<file path="src/hw/rtl/fcte_pkg.sv">
// Shared types and constants of the cluster allocation table engine.
`timescale 1ns / 1ps

package fcte_pkg;

  localparam int unsigned LinkW    = 28;
  localparam int unsigned IndexW   = 14;
  localparam int unsigned CountW   = 14;
  localparam int unsigned StatusW  = 2;

  localparam logic [LinkW-1:0] END_OF_CHAIN = 28'hFFF_FFFF;
  localparam logic [LinkW-1:0] LINK_LIMIT   = 28'hFFF_FFF8;
  localparam logic [LinkW-1:0] FIRST_DATA   = 28'd2;

  // Status codes
  localparam logic [StatusW-1:0] ST_OK    = 2'd0;
  localparam logic [StatusW-1:0] ST_RANGE = 2'd1;
  localparam logic [StatusW-1:0] ST_LOOP  = 2'd2;

  typedef enum logic [1:0] {
    REQ_READ  = 2'd0,
    REQ_WRITE = 2'd1,
    REQ_ALLOC = 2'd2,
    REQ_FREE  = 2'd3
  } req_kind_e;

  // Table port operation selected by the controller
  typedef enum logic [2:0] {
    MEM_NONE       = 3'd0,
    MEM_READ_IDX   = 3'd1,
    MEM_WRITE_IDX  = 3'd2,
    MEM_READ_SCAN  = 3'd3,
    MEM_WRITE_EOC  = 3'd4,
    MEM_READ_CUR   = 3'd5,
    MEM_WRITE_ZERO = 3'd6
  } mem_op_e;

  typedef enum logic [1:0] {
    RES_ZERO  = 2'd0,
    RES_RDATA = 2'd1,
    RES_ALLOC = 2'd2
  } res_sel_e;

  typedef struct packed {
    logic [1:0]        req_type;
    logic [IndexW-1:0] cluster_index;
    logic [LinkW-1:0]  write_value;
  } fcte_req_t;

  typedef struct packed {
    logic [LinkW-1:0]   result_value;
    logic [StatusW-1:0] status;
  } fcte_rsp_t;

  // Controller to datapath
  typedef struct packed {
    logic               load;
    logic               scan_init;
    logic               free_init;
    mem_op_e            mem_op;
    logic               finish;
    res_sel_e           res_sel;
    logic [StatusW-1:0] status;
  } fcte_cmd_t;

  // Datapath to controller
  typedef struct packed {
    req_kind_e req_kind;
    logic      idx_ok;
    logic      scan_hit;
    logic      scan_more;
    logic      chk_valid;
    logic      clipped;
    logic      cur_live;
    logic      cur_ok;
    logic      steps_over;
  } fcte_sts_t;

endpackage

</file>
<file path="src/hw/rtl/fcte_ctrl.sv">
// Controller state machine sequencing reads, writes, allocate scans and chain frees.
`timescale 1ns / 1ps

module fcte_ctrl (
  input  logic                clk_i,
  input  logic                rst_ni,
  input  logic                start,
  output logic                busy,
  input  fcte_pkg::fcte_sts_t sts_i,
  output fcte_pkg::fcte_cmd_t cmd_o
);
  import fcte_pkg::*;

  typedef enum logic [5:0] {
    S_IDLE     = 6'b000001,
    S_DECODE   = 6'b000010,
    S_RD_WAIT  = 6'b000100,
    S_SCAN     = 6'b001000,
    S_FREE_CHK = 6'b010000,
    S_FREE_WR  = 6'b100000
  } state_e;

  state_e    state_q, state_d;
  fcte_cmd_t cmd;

  // Next state and command decode
  always_comb begin
    state_d       = state_q;
    cmd           = '0;
    cmd.mem_op    = MEM_NONE;
    cmd.res_sel   = RES_ZERO;
    cmd.status    = ST_OK;
    case (state_q)
      S_IDLE: begin
        if (start) begin
          cmd.load = 1'b1;
          state_d  = S_DECODE;
        end
      end
      S_DECODE: begin
        case (sts_i.req_kind)
          REQ_READ: begin
            if (sts_i.idx_ok) begin
              cmd.mem_op = MEM_READ_IDX;
              state_d    = S_RD_WAIT;
            end else begin
              cmd.finish = 1'b1;
              cmd.status = ST_RANGE;
              state_d    = S_IDLE;
            end
          end
          REQ_WRITE: begin
            cmd.finish = 1'b1;
            state_d    = S_IDLE;
            if (sts_i.idx_ok) begin
              cmd.mem_op = MEM_WRITE_IDX;
            end else begin
              cmd.status = ST_RANGE;
            end
          end
          REQ_ALLOC: begin
            cmd.scan_init = 1'b1;
            state_d       = S_SCAN;
          end
          REQ_FREE: begin
            cmd.free_init = 1'b1;
            state_d       = S_FREE_CHK;
          end
          default: begin
            state_d = S_IDLE;
          end
        endcase
      end
      S_RD_WAIT: begin
        cmd.finish  = 1'b1;
        cmd.res_sel = RES_RDATA;
        state_d     = S_IDLE;
      end
      // One entry read per cycle; the entry read last cycle is checked now
      S_SCAN: begin
        if (sts_i.scan_hit) begin
          cmd.mem_op  = MEM_WRITE_EOC;
          cmd.finish  = 1'b1;
          cmd.res_sel = RES_ALLOC;
          state_d     = S_IDLE;
        end else if (sts_i.scan_more) begin
          cmd.mem_op = MEM_READ_SCAN;
        end else if (!sts_i.chk_valid) begin
          cmd.finish = 1'b1;
          cmd.status = sts_i.clipped ? ST_RANGE : ST_OK;
          state_d    = S_IDLE;
        end
      end
      S_FREE_CHK: begin
        if (!sts_i.cur_live) begin
          cmd.finish = 1'b1;
          state_d    = S_IDLE;
        end else if (!sts_i.cur_ok) begin
          cmd.finish = 1'b1;
          cmd.status = ST_RANGE;
          state_d    = S_IDLE;
        end else if (sts_i.steps_over) begin
          cmd.finish = 1'b1;
          cmd.status = ST_LOOP;
          state_d    = S_IDLE;
        end else begin
          cmd.mem_op = MEM_READ_CUR;
          state_d    = S_FREE_WR;
        end
      end
      S_FREE_WR: begin
        cmd.mem_op = MEM_WRITE_ZERO;
        state_d    = S_FREE_CHK;
      end
      default: begin
        state_d = S_IDLE;
      end
    endcase
  end

  always_ff @(posedge clk_i or negedge rst_ni) begin
    if (!rst_ni) begin
      state_q <= S_IDLE;
    end else begin
      state_q <= state_d;
    end
  end

  assign busy  = (state_q != S_IDLE);
  assign cmd_o = cmd;

  assert property (@(posedge clk_i) disable iff (!rst_ni) $onehot(state_q))
    else $error("state register not one-hot");

  // An accepted transaction is always decoded next
  assert property (@(posedge clk_i) disable iff (!rst_ni) start && !busy |=> state_q == S_DECODE)
    else $error("accepted transaction not decoded");

  // Finishing always returns to idle
  assert property (@(posedge clk_i) disable iff (!rst_ni) cmd.finish |=> state_q == S_IDLE)
    else $error("finish without return to idle");

endmodule

</file>
<file path="config.mk">
export PLATFORM = sky130hd
export DESIGN_NAME = fcte_ctrl
export DESIGN_NICKNAME = d
export VERILOG_FILES = /design/src/hw/rtl/fcte_pkg.sv /design/src/hw/rtl/fcte_ctrl.sv
export SDC_FILE = /design/constraint.sdc
export NUM_CORES = 1
export LEC_CHECK = 0
export ABC_AREA = 0
export BUFFER_PORTS_ARGS = -buffer_cell sky130_fd_sc_hd__buf_2
export CORE_AREA = 2 2 39 41
export CTS_CLUSTER_DIAMETER = 120
export DETAILED_ROUTE_END_ITERATION = 6
export DIE_AREA = 0 0 41 43
export GPL_ROUTABILITY_DRIVEN = 0
export GPL_TIMING_DRIVEN = 0
export MAX_ROUTING_LAYER = met4
export PLACE_DENSITY = 0.74
export SLEW_MARGIN = 5
export SYNTH_ARGS = -nofsm -noshare
export SYNTH_HDL_FRONTEND = slang
export SYNTH_SLANG_ARGS = --single-unit
</file>
<file path="constraint.sdc">
create_clock -name clk_i -period 2.9 [get_ports clk_i]
set_input_delay 0.29 -clock clk_i [delete_from_list [all_inputs] [get_ports clk_i]]
set_output_delay 0.29 -clock clk_i [all_outputs]
set_load 0.02 [all_outputs]
</file>
==> results.tsv <==
stage	metric	value	unit
status	status	complete, no violations	
worst_setup_path	crit path launch type	flip-flop	
global_routing	first-pass GRT wire length	1945	um
synthesis	Post-synth ARST share	100.0	%
floorplanning	chip height	43	um
timing	final setup violation count	0	
timing	unrepaired setup endpoints after global routing	no	
clocking	H-tree Lvls	1	
power	switching share of power	37.75	%
power	Sequential Power Share	34.6	%
layout	Regs by FF count	state_q (6)	
timing	final hold vios	0	
drt	First-pass DRT Iterations	4	
synthesis	register area share after synthesis	30.56	%
floorplanning	Die Wd	41	um
synthesis	Netlist cell types	28	
timing	period utilization	78.81	%
drt	wire length per cell	11.32	um
power	Int Pwr	0.0002215	W
clocking	Post-CTS Hold Buffers	1	
clocking	Worst-path clk slew	0.05	ns
power	Comb pwr share	41.3	%
synthesis	post-synth top area share	25.25	%
power	clock share of power	24.1	%
timing	fmax	437.5	MHz
timing	fin. max-slew vios	0	
clocking	Clk Latency, worst-skew pair	0.25	ns
worst_setup_path	WP data arrival	2.00	ns
layout	max FFs per register	6	
timing	relative slew slack	73.93	%
timing	final worst path period need	2.286	ns
power	power per cell area	529.6	nW/um2
clocking	TritonCTS Sinks	6	
drt	routed vias	548	
timing	final clock skew	0.001334	ns
synthesis	yosys warns	0	
worst_setup_path	worst endpoint required time	2.61	ns
synthesis	number of synthesized flops with an enable pin	0	
layout	layout cells sized above 1	39.77	%
clocking	CTS tree	built	
clocking	CTS Buf Count	3	
synthesis	synthesized flop and latch total	6	
synthesis	largest area contributor in the netlist	dfrtp_1	
floorplanning	IO Pins	25	
synthesis	Synth Flop Type	dfrtp_1	
timing	setup_tns	0	ns
floorplanning	Initial Util	35.80	%
drt	Antenna Nets Post-Route	0	
floorplanning	Die ar.	1763	um2
global_routing	vias in the first global route	481	
drt	number of remaining DRC errors	0	
synthesis	total nets after synthesis	72	
synthesis	Synth top cells by count	8 x nor2_1, 7 x nand2_1, 6 x nand3_1	
power	static leakage power	0.3579	nW
layout	Largest Register	state_q	
synthesis	Mapped Cells	59	
placement	HPWL Detailed	969.6	um
timing	Worst Max-Slew Pin Slew	0.3856	ns
worst_setup_path	Worst Path Max Fanout	5	
layout	area grow syn2layout	35.61	%
run	max_cap viols	0	
global_routing	initial antenna violation count	0	
drt	Via density	5.269	
drt	final wirelength	1177	um
floorplanning	Core Footprint	1384	um2
synthesis	Mapped Area	495.5	um2
synthesis	Synth Area per Inst	8.398	um2
floorplanning	row count	14	
min_path	Hold WC Path Type	input port to flip-flop	
worst_setup_path	Worst setup EP type	output port	
clocking	clock root buffer	clkbuf_4	
layout	Final #Nets	102	
power	Psw	0.0001343	W
clocking	Post-CTS Resized	0	
global_routing	All-Layer GR Usage	16.39	%
global_routing	largest net degree at the start of global routing	8	
global_routing	Congestion Overflow GR	0	
synthesis	top post-synthesis cells by area	dfrtp_1 25%, nand3_1 6.1%, nor2_1 6.1%, dfstp_2 5.3%, nand2_1 5.3%	
drt	Starting DRT DRC Count	10	
timing	worst hold slack	0.2880	ns
clocking	Post-CTS Setup Bufs	0	
placement	# port buffers	24	
power	Peak VDD IR	0.0002039	V
worst_setup_path	classification of the worst setup path	flip-flop to output port	
layout	Antenna Cells	0	
synthesis	count leader, synth	nor2_1	
clocking	Clock Path Buffers	2	
## cell type report
type                            instances  area (um2)
Clock buffer                            4       26.28
Fill cell                             142       711.9
Inverter                                4       15.01
Multi-Input combinational cell         49       329.1
Sequential cell                         6       151.4
Tap cell                               16       20.02
Timing Repair Buffer                   25       130.1
## path summary, 6_finish.rpt
| check | start | endpoint | slack (ns) | cells past startpoint |
|---|---|---|---|---|
| worst max-delay path | state_q[5] | cmd_o[5] | 0.61 | 5 |
| min in group asynchronous | rst_ni | state_q[5] | 0.39 | 2 |
| max in group asynchronous | rst_ni | state_q[0] | 2.29 | 2 |
| worst min register to register | state_q[0] | state_q[1] | 0.66 | 2 |
| worst min-delay path | start | state_q[1] | 0.29 | 3 |
| worst max register to register | state_q[5] | state_q[3] | 1.20 | 4 |
## critical path, stage by stage, from the launching register on
cell	delay [ns]
dfrtp_1	0.42
nor4b_1	0.42
nor3b_1	0.37
nand4b_1	0.23
o211ai_2	0.12
buf_2	0.18
## placed cells by master (no fill, tap or decap), types with 2 or more instances in the layout
master     n
dfrtp_1    5
nand3b_1   2
buf_2     24
nor2_1     8
nand3_1    6
inv_1      4
nand2b_1   3
nand2_1    7
clkbuf_4   3
or4_4      2
nor3b_1    3
## layer usage
metal | up-vias | part of all wire (%) | track usage [%]
met5 | - | 0 | -
met4 | 0 | 1.2 | 8.000
met3 | 3 | 5.9 | 3.141
met2 | 22 | 50 | 24.06
met1 | 245 | 43 | 20.79
li1 | 278 | - | -
## through the flow
stage | worst slack (ns) | instance area, um2 | utilization (%) | cells | power (W)
final | 0.6144 | 671.9 | 48.55 | 104 | 0.0003559
after floorplan | 0.7602 | 495.5 | - | 59 | 0.0002250
after CTS | 0.6024 | 671.9 | 48.55 | 104 | 0.0003585
after global routing | 0.4239 | 671.9 | 48.55 | 104 | 0.0003881
after detailed placement | 0.8764 | 635.6 | 45.93 | 99 | 0.0002706
after global placement | 0.8984 | 635.6 | 45.93 | 99 | 0.0002674
## kinds of logic after synthesis
kind of cell / after synthesis / synth area share (%)
flops: 6 / 30.56
buf+inv: 4 / 3.029
simple gates: 40 / 50.76
compound gates: 9 / 15.66
## power groups by stage
stage	Combinational (W)	Clock, W	Sequential, W
after floorplan	0.000106	0	0.000119
after CTS	0.000148	0.0000871	0.000123
final	0.000147	0.0000856	0.000123
after detailed placement	0.000146	0	0.000124
after global placement	0.000144	0	0.000123
after global routing	0.000165	0.0000953	0.000128
Power figures use the tool's default switching activity.
